### config.mk
export PLATFORM = sky130hd
export DESIGN_NAME = motor_pi_speed_with_stall_guard_unit
export DESIGN_NICKNAME = d
export VERILOG_FILES = /design/src/sv/mpss_pkg.sv /design/src/sv/mpss_div.sv /design/src/sv/motor_pi_speed_with_stall_guard_unit.sv
export SDC_FILE = /design/constraint.sdc
export NUM_CORES = 1
export LEC_CHECK = 0
export ABC_AREA = 1
export BUFFER_PORTS_ARGS = -buffer_cell sky130_fd_sc_hd__buf_2
export CORE_MARGIN = 4
export CORE_UTILIZATION = 55
export DETAILED_ROUTE_END_ITERATION = 8
export GPL_TIMING_DRIVEN = 1
export PLACE_DENSITY = 0.74
export SKIP_LAST_GASP = 1
export SLEW_MARGIN = 5
export SYNTH_ARGS = -nofsm -noshare
export SYNTH_HDL_FRONTEND = slang
export SYNTH_HIERARCHICAL = 1
export SYNTH_SLANG_ARGS = --single-unit
### constraint.sdc
create_clock -name clk -period 5.5 [get_ports clk]
set_input_delay 0.825 -clock clk [delete_from_list [all_inputs] [get_ports clk]]
set_output_delay 0.825 -clock clk [all_outputs]
set_load 0.01 [all_outputs]
### src/sv/mpss_pkg.sv
package mpss_pkg;

  localparam int CFG_ADDR_W = 3;
  localparam int CFG_DATA_W = 8;

  localparam logic [CFG_ADDR_W-1:0] REG_PROP_GAIN      = 3'd0;
  localparam logic [CFG_ADDR_W-1:0] REG_INTEG_DIVISOR  = 3'd1;
  localparam logic [CFG_ADDR_W-1:0] REG_MIN_DUTY       = 3'd2;
  localparam logic [CFG_ADDR_W-1:0] REG_FAILSAFE_EN    = 3'd3;
  localparam logic [CFG_ADDR_W-1:0] REG_REVERSE_DIR    = 3'd4;
  localparam logic [CFG_ADDR_W-1:0] REG_STALL_WARN_LIM = 3'd5;
  localparam logic [CFG_ADDR_W-1:0] REG_STALL_ERR_LIM  = 3'd6;

  localparam logic CMD_TICK     = 1'b0;
  localparam logic CMD_SETPOINT = 1'b1;

  localparam logic [1:0] STALL_NORMAL = 2'd0;
  localparam logic [1:0] STALL_WARN   = 2'd1;
  localparam logic [1:0] STALL_ERROR  = 2'd2;

  // integral scale is 32: error scaled by a 5-bit shift
  localparam int INTEG_SHIFT = 5;
  localparam int INTEG_MAX   = 255 * 32;

  // |error| * 32 needs 21 bits
  localparam int DIV_W     = 21;
  localparam int DIV_CNT_W = 5;

  typedef struct packed {
    logic             start;
    logic [DIV_W-1:0] dividend;
    logic [7:0]       divisor;
  } div_req_t;

  typedef struct packed {
    logic             done;
    logic [DIV_W-1:0] quotient;
  } div_rsp_t;

endpackage

### src/sv/mpss_div.sv
module mpss_div (
  input  logic               clk,
  input  logic               rst,
  input  mpss_pkg::div_req_t req,
  output mpss_pkg::div_rsp_t rsp
);
  import mpss_pkg::*;

  logic                 busy;
  logic [DIV_CNT_W-1:0] cnt;
  logic [DIV_W-1:0]     quo;
  logic [7:0]           rem;
  logic [7:0]           dvs;
  logic [8:0]           trial;
  logic                 fits;

  // restoring division, one quotient bit per cycle
  always_comb begin
    trial = {rem, quo[DIV_W-1]};
    fits  = trial >= {1'b0, dvs};
  end

  always_ff @(posedge clk) begin
    if (rst) begin
      busy <= 1'b0;
      cnt  <= '0;
    end else if (req.start) begin
      busy <= 1'b1;
      cnt  <= DIV_CNT_W'(DIV_W);
      quo  <= req.dividend;
      rem  <= '0;
      dvs  <= (req.divisor == 8'd0) ? 8'd1 : req.divisor;
    end else if (busy) begin
      if (cnt != '0) begin
        cnt <= cnt - 1'b1;
        quo <= {quo[DIV_W-2:0], fits};
        rem <= fits ? 8'(trial - {1'b0, dvs}) : trial[7:0];
      end else begin
        busy <= 1'b0;
      end
    end
  end

  assign rsp.done     = busy && (cnt == '0);
  assign rsp.quotient = quo;

endmodule

### src/sv/motor_pi_speed_with_stall_guard_unit.sv
// Speed PI loop with stall guard for an H-bridge drive.
// Input stream: s_tuser selects the kind (0 control tick, 1 new setpoint),
// s_tdata carries the signed 16-bit speed or setpoint. One result per input
// transaction on the output stream: duty, direction lines, signed drive,
// stall state and a stall-state-change flag.
// Configuration: cfg_wr_en writes cfg_wdata to register cfg_addr on the
// clock edge; write only while no transaction is in flight.
// Steps: a setpoint transaction goes from accept straight to the output
// register; a control tick runs error, integral division in the restoring
// divider, integrate, drive and stall update, failsafe, and in stall error
// only the stall count-down and failsafe. One transaction is processed at a
// time: a new one is accepted only once the last result is registered.
// s_tready is high whenever the sequencer is idle, even while a result still
// waits in the output register; a stalled output holds its data and the
// sequencer waits in its last step until the output register is free.
// Reset (rst, synchronous) restores default register values, clears the
// loop state, the stall counter and the failsafe counter, and drops m_tvalid.
module motor_pi_speed_with_stall_guard_unit #(
  parameter int FAILSAFE_TICKS = 100
) (
  input  logic                                clk,
  input  logic                                rst,
  input  logic                                cfg_wr_en,
  input  logic [mpss_pkg::CFG_ADDR_W-1:0]     cfg_addr,
  input  logic [mpss_pkg::CFG_DATA_W-1:0]     cfg_wdata,
  input  logic                                s_tvalid,
  output logic                                s_tready,
  input  logic [15:0]                         s_tdata,  // value[15:0]
  input  logic                                s_tuser,  // cmd
  output logic                                m_tvalid,
  input  logic                                m_tready,
  // duty[7:0], dir_a[8], dir_b[9], signed_drive[18:10], stall_state[20:19],
  // stall_event[21], zero[23:22]
  output logic [23:0]                         m_tdata
);
  import mpss_pkg::*;

  localparam int TW = $clog2(FAILSAFE_TICKS + 2);

  typedef enum logic [2:0] {
    S_IDLE, S_DIV_START, S_DIV, S_DRIVE, S_ERR_TICK, S_FAILSAFE, S_FINISH
  } state_t;

  state_t state;

  logic [7:0] prop_gain, integ_divisor, min_duty, stall_warn_lim, stall_err_lim;
  logic       failsafe_en, reverse_dir;

  logic signed [15:0] setpoint;
  logic signed [15:0] speed;
  logic signed [16:0] speed_error;
  logic signed [13:0] integral;
  logic signed [8:0]  drive_level;
  logic [7:0]         stall_count;
  logic [1:0]         stall_level;
  logic [TW-1:0]      ticks;
  logic               event_flag;
  logic               err_neg;
  logic signed [24:0] prop_term;

  div_req_t div_req;
  div_rsp_t div_rsp;

  mpss_div u_div (
    .clk (clk),
    .rst (rst),
    .req (div_req),
    .rsp (div_rsp)
  );

  logic [16:0] err_mag;
  always_comb begin
    err_mag          = speed_error[16] ? 17'(-speed_error) : 17'(speed_error);
    div_req.start    = (state == S_DIV_START);
    div_req.dividend = {err_mag[15:0], {INTEG_SHIFT{1'b0}}};
    div_req.divisor  = integ_divisor;
  end

  // integrate and clamp
  logic signed [22:0] quo_s;
  logic signed [22:0] integ_sum;
  logic signed [13:0] integ_clamped;
  always_comb begin
    quo_s     = err_neg ? -$signed({2'b00, div_rsp.quotient})
                        :  $signed({2'b00, div_rsp.quotient});
    integ_sum = 23'(integral) + quo_s;
    if (integ_sum < -23'sd8160)      integ_clamped = -14'(INTEG_MAX);
    else if (integ_sum > 23'sd8160)  integ_clamped = 14'(INTEG_MAX);
    else                             integ_clamped = integ_sum[13:0];
  end

  // drive level and stall counter
  logic signed [13:0] integ_rnd;
  logic signed [8:0]  integ_term;
  logic signed [8:0]  offset;
  logic signed [25:0] pwm_sum;
  logic signed [8:0]  pwm;
  logic               stall_up;
  logic [7:0]         count_new;
  logic [8:0]         warn_m1;
  always_comb begin
    integ_rnd  = (integral + (integral[13] ? 14'sd31 : 14'sd0)) >>> INTEG_SHIFT;
    integ_term = integ_rnd[8:0];
    if (setpoint == 16'sd0)  offset = 9'sd0;
    else if (setpoint[15])   offset = -$signed({1'b0, min_duty});
    else                     offset =  $signed({1'b0, min_duty});
    pwm_sum = 26'(offset) + 26'(prop_term) + 26'(integ_term);
    if (pwm_sum < -26'sd255)      pwm = -9'sd255;
    else if (pwm_sum > 26'sd255)  pwm = 9'sd255;
    else                          pwm = pwm_sum[8:0];
    stall_up = ((speed < 16'sd5 && drive_level == 9'sd255) ||
                (speed > -16'sd5 && drive_level == -9'sd255)) &&
               (stall_count < stall_err_lim);
    if (stall_up)                 count_new = stall_count + 8'd1;
    else if (stall_count != 8'd0) count_new = stall_count - 8'd1;
    else                          count_new = stall_count;
    warn_m1 = {1'b0, stall_warn_lim} - 9'd1;
  end

  logic [7:0] out_mag;
  logic       out_fwd;
  always_comb begin
    out_mag = drive_level[8] ? 8'(-drive_level) : drive_level[7:0];
    out_fwd = ~drive_level[8] ^ reverse_dir;
  end

  assign s_tready = (state == S_IDLE);

  always_ff @(posedge clk) begin
    if (rst) begin
      state          <= S_IDLE;
      prop_gain      <= 8'd50;
      integ_divisor  <= 8'd10;
      min_duty       <= 8'd25;
      failsafe_en    <= 1'b1;
      reverse_dir    <= 1'b0;
      stall_warn_lim <= 8'd10;
      stall_err_lim  <= 8'd20;
      setpoint       <= '0;
      speed_error    <= '0;
      integral       <= '0;
      drive_level    <= '0;
      stall_count    <= '0;
      stall_level    <= STALL_NORMAL;
      ticks          <= '0;
      event_flag     <= 1'b0;
      m_tvalid       <= 1'b0;
    end else begin
      if (cfg_wr_en) begin
        case (cfg_addr)
          REG_PROP_GAIN:      prop_gain      <= cfg_wdata;
          REG_INTEG_DIVISOR:  integ_divisor  <= cfg_wdata;
          REG_MIN_DUTY:       min_duty       <= cfg_wdata;
          REG_FAILSAFE_EN:    failsafe_en    <= cfg_wdata[0];
          REG_REVERSE_DIR:    reverse_dir    <= cfg_wdata[0];
          REG_STALL_WARN_LIM: stall_warn_lim <= cfg_wdata;
          REG_STALL_ERR_LIM:  stall_err_lim  <= cfg_wdata;
          default: ;
        endcase
      end

      if (m_tvalid && m_tready && state != S_FINISH) m_tvalid <= 1'b0;

      case (state)
        S_IDLE: begin
          if (s_tvalid) begin
            event_flag <= 1'b0;
            if (s_tuser == CMD_SETPOINT) begin
              setpoint <= $signed(s_tdata);
              ticks    <= '0;
              if (s_tdata == 16'd0) begin
                speed_error <= '0;
                integral    <= '0;
                drive_level <= '0;
              end
              state <= S_FINISH;
            end else begin
              speed_error <= 17'(setpoint) - 17'($signed(s_tdata));
              speed       <= $signed(s_tdata);
              state       <= (stall_level == STALL_ERROR) ? S_ERR_TICK : S_DIV_START;
            end
          end
        end
        S_DIV_START: begin
          err_neg   <= speed_error[16];
          prop_term <= 25'(speed_error) * 25'($signed({1'b0, prop_gain}));
          state     <= S_DIV;
        end
        S_DIV: begin
          if (div_rsp.done) begin
            integral <= integ_clamped;
            state    <= S_DRIVE;
          end
        end
        S_DRIVE: begin
          stall_count <= count_new;
          if ({1'b0, count_new} == warn_m1 && stall_count == stall_warn_lim) begin
            stall_level <= STALL_NORMAL;
            event_flag  <= 1'b1;
            drive_level <= pwm;
          end else if (count_new == stall_warn_lim && {1'b0, stall_count} == warn_m1) begin
            stall_level <= STALL_WARN;
            event_flag  <= 1'b1;
            drive_level <= pwm;
          end else if (count_new == stall_err_lim) begin
            stall_level <= STALL_ERROR;
            event_flag  <= 1'b1;
            speed_error <= '0;
            integral    <= '0;
            setpoint    <= '0;
            drive_level <= '0;
          end else begin
            drive_level <= pwm;
          end
          state <= S_FAILSAFE;
        end
        S_ERR_TICK: begin
          if (stall_count > 8'd1) begin
            stall_count <= stall_count - 8'd1;
          end else begin
            stall_count <= '0;
            stall_level <= STALL_NORMAL;
            event_flag  <= 1'b1;
          end
          state <= S_FAILSAFE;
        end
        S_FAILSAFE: begin
          if (failsafe_en && (ticks == TW'(FAILSAFE_TICKS) ||
                              ticks == TW'(FAILSAFE_TICKS - 1))) begin
            speed_error <= '0;
            integral    <= '0;
            setpoint    <= '0;
            drive_level <= '0;
          end
          if (ticks <= TW'(FAILSAFE_TICKS)) ticks <= ticks + 1'b1;
          state <= S_FINISH;
        end
        S_FINISH: begin
          if (!m_tvalid || m_tready) begin
            m_tvalid <= 1'b1;
            m_tdata  <= {2'b00, event_flag, stall_level, drive_level,
                         ~out_fwd, out_fwd, out_mag};
            state    <= S_IDLE;
          end
        end
        default: state <= S_IDLE;
      endcase
    end
  end

endmodule
==> impl_results.md <==
- Run status: finished with violations
- Violations in the final reports: design-rule violations
- Worst Hold Slack: between 0.4 and 0.5 ns
- Average vias per placed instance: between 5 and 6
- Number of global-route vias before repair: between 15000 and 20000
- Cell count after placement: 3718
- Most instantiated library cell after synthesis: sky130_fd_sc_hd__nand2_1
- Layout cell share with drive strength beyond 1: slightly above 7%
- Part of the Yosys area used for sequential elements: 25.2%
- Antenna violation net count after detailed routing: 0
- Post-Route WL: about 60000 µm
- Quantity of I/O buffers inserted on ports: 56
- Area growth, synth to finish: 9.97%
- Overall Power: approximately 15 mW
- Remaining DRCs: 1
- Post-route fraction of the period consumed by the critical path: between 90% and 100%
- Die Footprint: about 43000 µm²
- Clock transition at the register clock pins on the worst setup and hold paths after CTS: 0.06 ns
- Final hold vios: 0
- Relative slew slack: 21.7%
- Synthesized-area fraction occupied by and/or/nand/nor cells: about 30%
- Starting density of the core: between 50 and 60%
- Adder-cell share of the synthesized area: just over 20%
- Setup repair after global routing missed its margin: true
- Register bit count reported by yosys: about 230
- Library cell contributing the largest single delay on the critical path: sky130_fd_sc_hd__fa_1
- Gpl congestion: 1.01
- Minimum clock period: between 5 and 6 ns
- Final setup viols: 0
- Post-synthesis mux area share: 0%
- Combinational family with the most area after synthesis: simple AND/OR/NAND/NOR gates
- P_leak: roughly 13 nW
- Max FO, Critical Path: 8
- Most frequent CP cell: sky130_fd_sc_hd__nand2_1
- Overall overflow remaining after global route: 0
- DPL Wire Length: roughly 48000 µm
- Max capacitance violation total: 0
- Critical Path Start Type: flip-flop
- Achievable Freq: 188 MHz
- Clock H-tree levels: 1
- # diodes: 0
- Area of the mapped netlist: ~22000 µm²
- Number of filler instances in the final layout: 3579
- Clock buffer depth: 3
- Global-route wire length before repair: between 90000 and 100000 µm
- Top area cells in the synthesized netlist: sky130_fd_sc_hd__nand2_1, sky130_fd_sc_hd__edfxtp_1, sky130_fd_sc_hd__fa_1, sky130_fd_sc_hd__dfxtp_1, sky130_fd_sc_hd__inv_1
- Post-route non-filler standard cell count: 3773
- GRT Total Usage: a little over a quarter
- Nets: ~3500
- Clock tree root driver cell: sky130_fd_sc_hd__clkbuf_16
- Maximum vdd ir drop: about 0.00030 V
- Maximum number of pins on one net before global-route repair: between 50 and 60
- Die Height: between 200 and 250 µm
- Clock sink count: around 230
- Power density over the cells: between 600 and 700 nW/µm²
- Post-synth EDFFs: 100
- Final Max Slew Viols: 0
- Yosys Warn Count: 6
- Type of destination of the critical path: flip-flop
- DR WL/cell: 15.9 µm
- Number of standard-cell rows in the floorplan: just over 70
- Ys async rst share: 0%
- Die width: ~210 µm
- Number of design-rule violations left by the first detailed-router iteration: 1809
- Arrival time reported for the critical path endpoint: 5.81 ns
- Mean Syn Cell Area: about 6.9 µm²
- Number of detailed-route iterations in the first pass: 8
- Synthesized-area fraction occupied by xor and xnor cells: around 5.0%
- Synth top area share: between 10% and 20%
- Actual slew at the worst max-slew pin: around 1.2 ns
- Post-CTS Hold Buffers: 0
- Worst hold path class: reg -> reg
- WS Path Type: reg -> reg
- CTS tree: yes
- Number of antenna violations at the first check in global routing: 0
- Number of top-level design ports: 59
- CP Data Required Time: between 5 and 6 ns
- Commonest cells post-synth: sky130_fd_sc_hd__nand2_1, sky130_fd_sc_hd__inv_1, sky130_fd_sc_hd__nor2_1
- Mapped Cells: ~3200
- Top flip-flop cell by instance count after synthesis: sky130_fd_sc_hd__dfxtp_1
- Insertion delay of the later-clocked pin in the worst-skew pair: between 0.5 and 0.6 ns
- Floorplan Core Area: just under 40000 µm²
- Fraction of the mapped netlist area in compound gates: 7.53%
- Number of vias in the routed layout: 20400
- Post-route clock skew: roughly 0.017 ns
- Post-synth cell types: 49
- Largest area contributor in the synthesized netlist: sky130_fd_sc_hd__nand2_1
- Number of CTS-inserted buffers: 27
- Highest cell delay on the worst timing path: 0.42 ns
-- layer usage --
| metal | vias to the layer above | wire [µm] | track usage, % |
|---|---|---|---|
| met3 | 148 | 3640 | 2.75 |
| met1 | 9459 | 26400 | 36.9 |
| met2 | 696 | 27600 | 45.4 |
| met4 | 0 | 2430 | 9.35 |
| met5 | - | 0 | 0 |
| li1 | 10100 | - | - |
-- final timing paths --
| path | from | end | slack, ns | cells after the start |
|---|---|---|---|---|
| worst max-delay path | integral[13]$_SDFFE_PP0P_ | drive_level[5]$_SDFFE_PP0P_ | 0.17 | 30 |
| worst min register to register | ticks[6]$_SDFFE_PP0P_ | ticks[6]$_SDFFE_PP0P_ | 0.45 | 2 |
| worst min-delay path | ticks[6]$_SDFFE_PP0P_ | ticks[6]$_SDFFE_PP0P_ | 0.45 | 2 |
| worst max register to register | integral[13]$_SDFFE_PP0P_ | drive_level[5]$_SDFFE_PP0P_ | 0.17 | 30 |
-- cells in the final DEF, fill, tap and decap left out, types with 6 or more instances in the layout --
| cell | instances |
|---|---|
| sky130_fd_sc_hd__clkbuf_16 | 29 |
| sky130_fd_sc_hd__or2_2 | 11 |
| sky130_fd_sc_hd__o21ai_1 | 8 |
| sky130_fd_sc_hd__xor2_1 | 88 |
| sky130_fd_sc_hd__a21o_1 | 6 |
| sky130_fd_sc_hd__nor3b_1 | 8 |
| sky130_fd_sc_hd__a21oi_2 | 7 |
| sky130_fd_sc_hd__nand3_1 | 185 |
| sky130_fd_sc_hd__buf_2 | 56 |
| sky130_fd_sc_hd__ha_4 | 8 |
| sky130_fd_sc_hd__o21ai_0 | 97 |
| sky130_fd_sc_hd__dfxtp_1 | 122 |
| sky130_fd_sc_hd__nand2_2 | 18 |
| sky130_fd_sc_hd__buf_4 | 37 |
| sky130_fd_sc_hd__nor3_1 | 42 |
| sky130_fd_sc_hd__fa_1 | 135 |
| sky130_fd_sc_hd__a31oi_1 | 14 |
| sky130_fd_sc_hd__conb_1 | 7 |
| sky130_fd_sc_hd__nor4_1 | 8 |
| sky130_fd_sc_hd__a21oi_1 | 133 |
| sky130_fd_sc_hd__nand2_1 | 876 |
| sky130_fd_sc_hd__nand3b_1 | 24 |
| sky130_fd_sc_hd__nor2_1 | 348 |
| sky130_fd_sc_hd__nand3_2 | 6 |
| sky130_fd_sc_hd__ha_1 | 130 |
| sky130_fd_sc_hd__nor2_2 | 8 |
| sky130_fd_sc_hd__nand4_1 | 46 |
| sky130_fd_sc_hd__edfxtp_1 | 100 |
| sky130_fd_sc_hd__xnor2_1 | 36 |
| sky130_fd_sc_hd__nor2_4 | 6 |
| sky130_fd_sc_hd__inv_1 | 563 |
| sky130_fd_sc_hd__o211ai_1 | 10 |
-- flip-flops by register name, summed over array words and instances, names as in the netlist, 9 cells and up --
name	count
drive_level	9
integral	14
m_tdata	21
prop_term	25
setpoint	16
speed	16
speed_error	17
u_div/quo	21
-- what timing repair did --
item | 4_1_cts | 5_1_grt
buffers inserted | 0 | 3
pin swaps | 0 | 10
cloned | 0 | 2
endpoints found under the setup margin | 8 | 14
gates resized for setup | 2 | 80
-- layout make-up --
cell class / count / area, µm² / share of cell area (%)
inverter: 567 / 2130 / 8.81
clock buffer: 33 / 718 / 2.97
sequential: 226 / 5530 / 22.9
tap: 518 / 648 / 2.68
timing repair buffer: 96 / 628 / 2.60
clock inverter: 17 / 216 / 0.896
multi-input combinational: 2316 / 14300 / 59.1
-- cells by family (layout without fill, tap and decap cells) --
logic type                 count (synthesis)  in the layout
other                                      1              7
and+or+nand+nor                         1601           1601
xor gates and xnor gates                 126            126
adders and majority gates                278            278
DFF                                      226            226
AOI/OAI and AO/OA                        304            304
buffers and inverters                    654            713
-- report_power, final --
| part | internal [mW] | total, mW | switching, mW |
|---|---|---|---|
| clock | 1.13 | 1.88 | 0.757 |
| sequential | 2.20 | 2.61 | 0.403 |
| combinational | 3.64 | 10.6 | 6.97 |
| total | 6.97 | 15.1 | 8.13 |
-- worst max-delay path, delay by kind of cell (launching register included) --
family                     cells  cell delay (ns)
AOI/OAI and AO/OA              3             0.41
DFF                            1             0.36
xor gates and xnor gates       1             0.36
adders and majority gates      3             1.15
buffers and inverters          3             0.41
and+or+nand+nor               20             2.55
-- metrics by stage --
stage	TNS, ns	utilization, %	instance area, µm²	worst slack, ns
after global routing	-0.537	61.8	24100	-0.132
after global placement	0	58.4	22800	0.169
after CTS	0	60.8	23800	0.0561
after detailed placement	-0.0262	58.4	22800	-0.0262
after floorplan	0	-	22000	0.0798
final	0	61.8	24100	0.174
(Power assumes the default switching activity.)
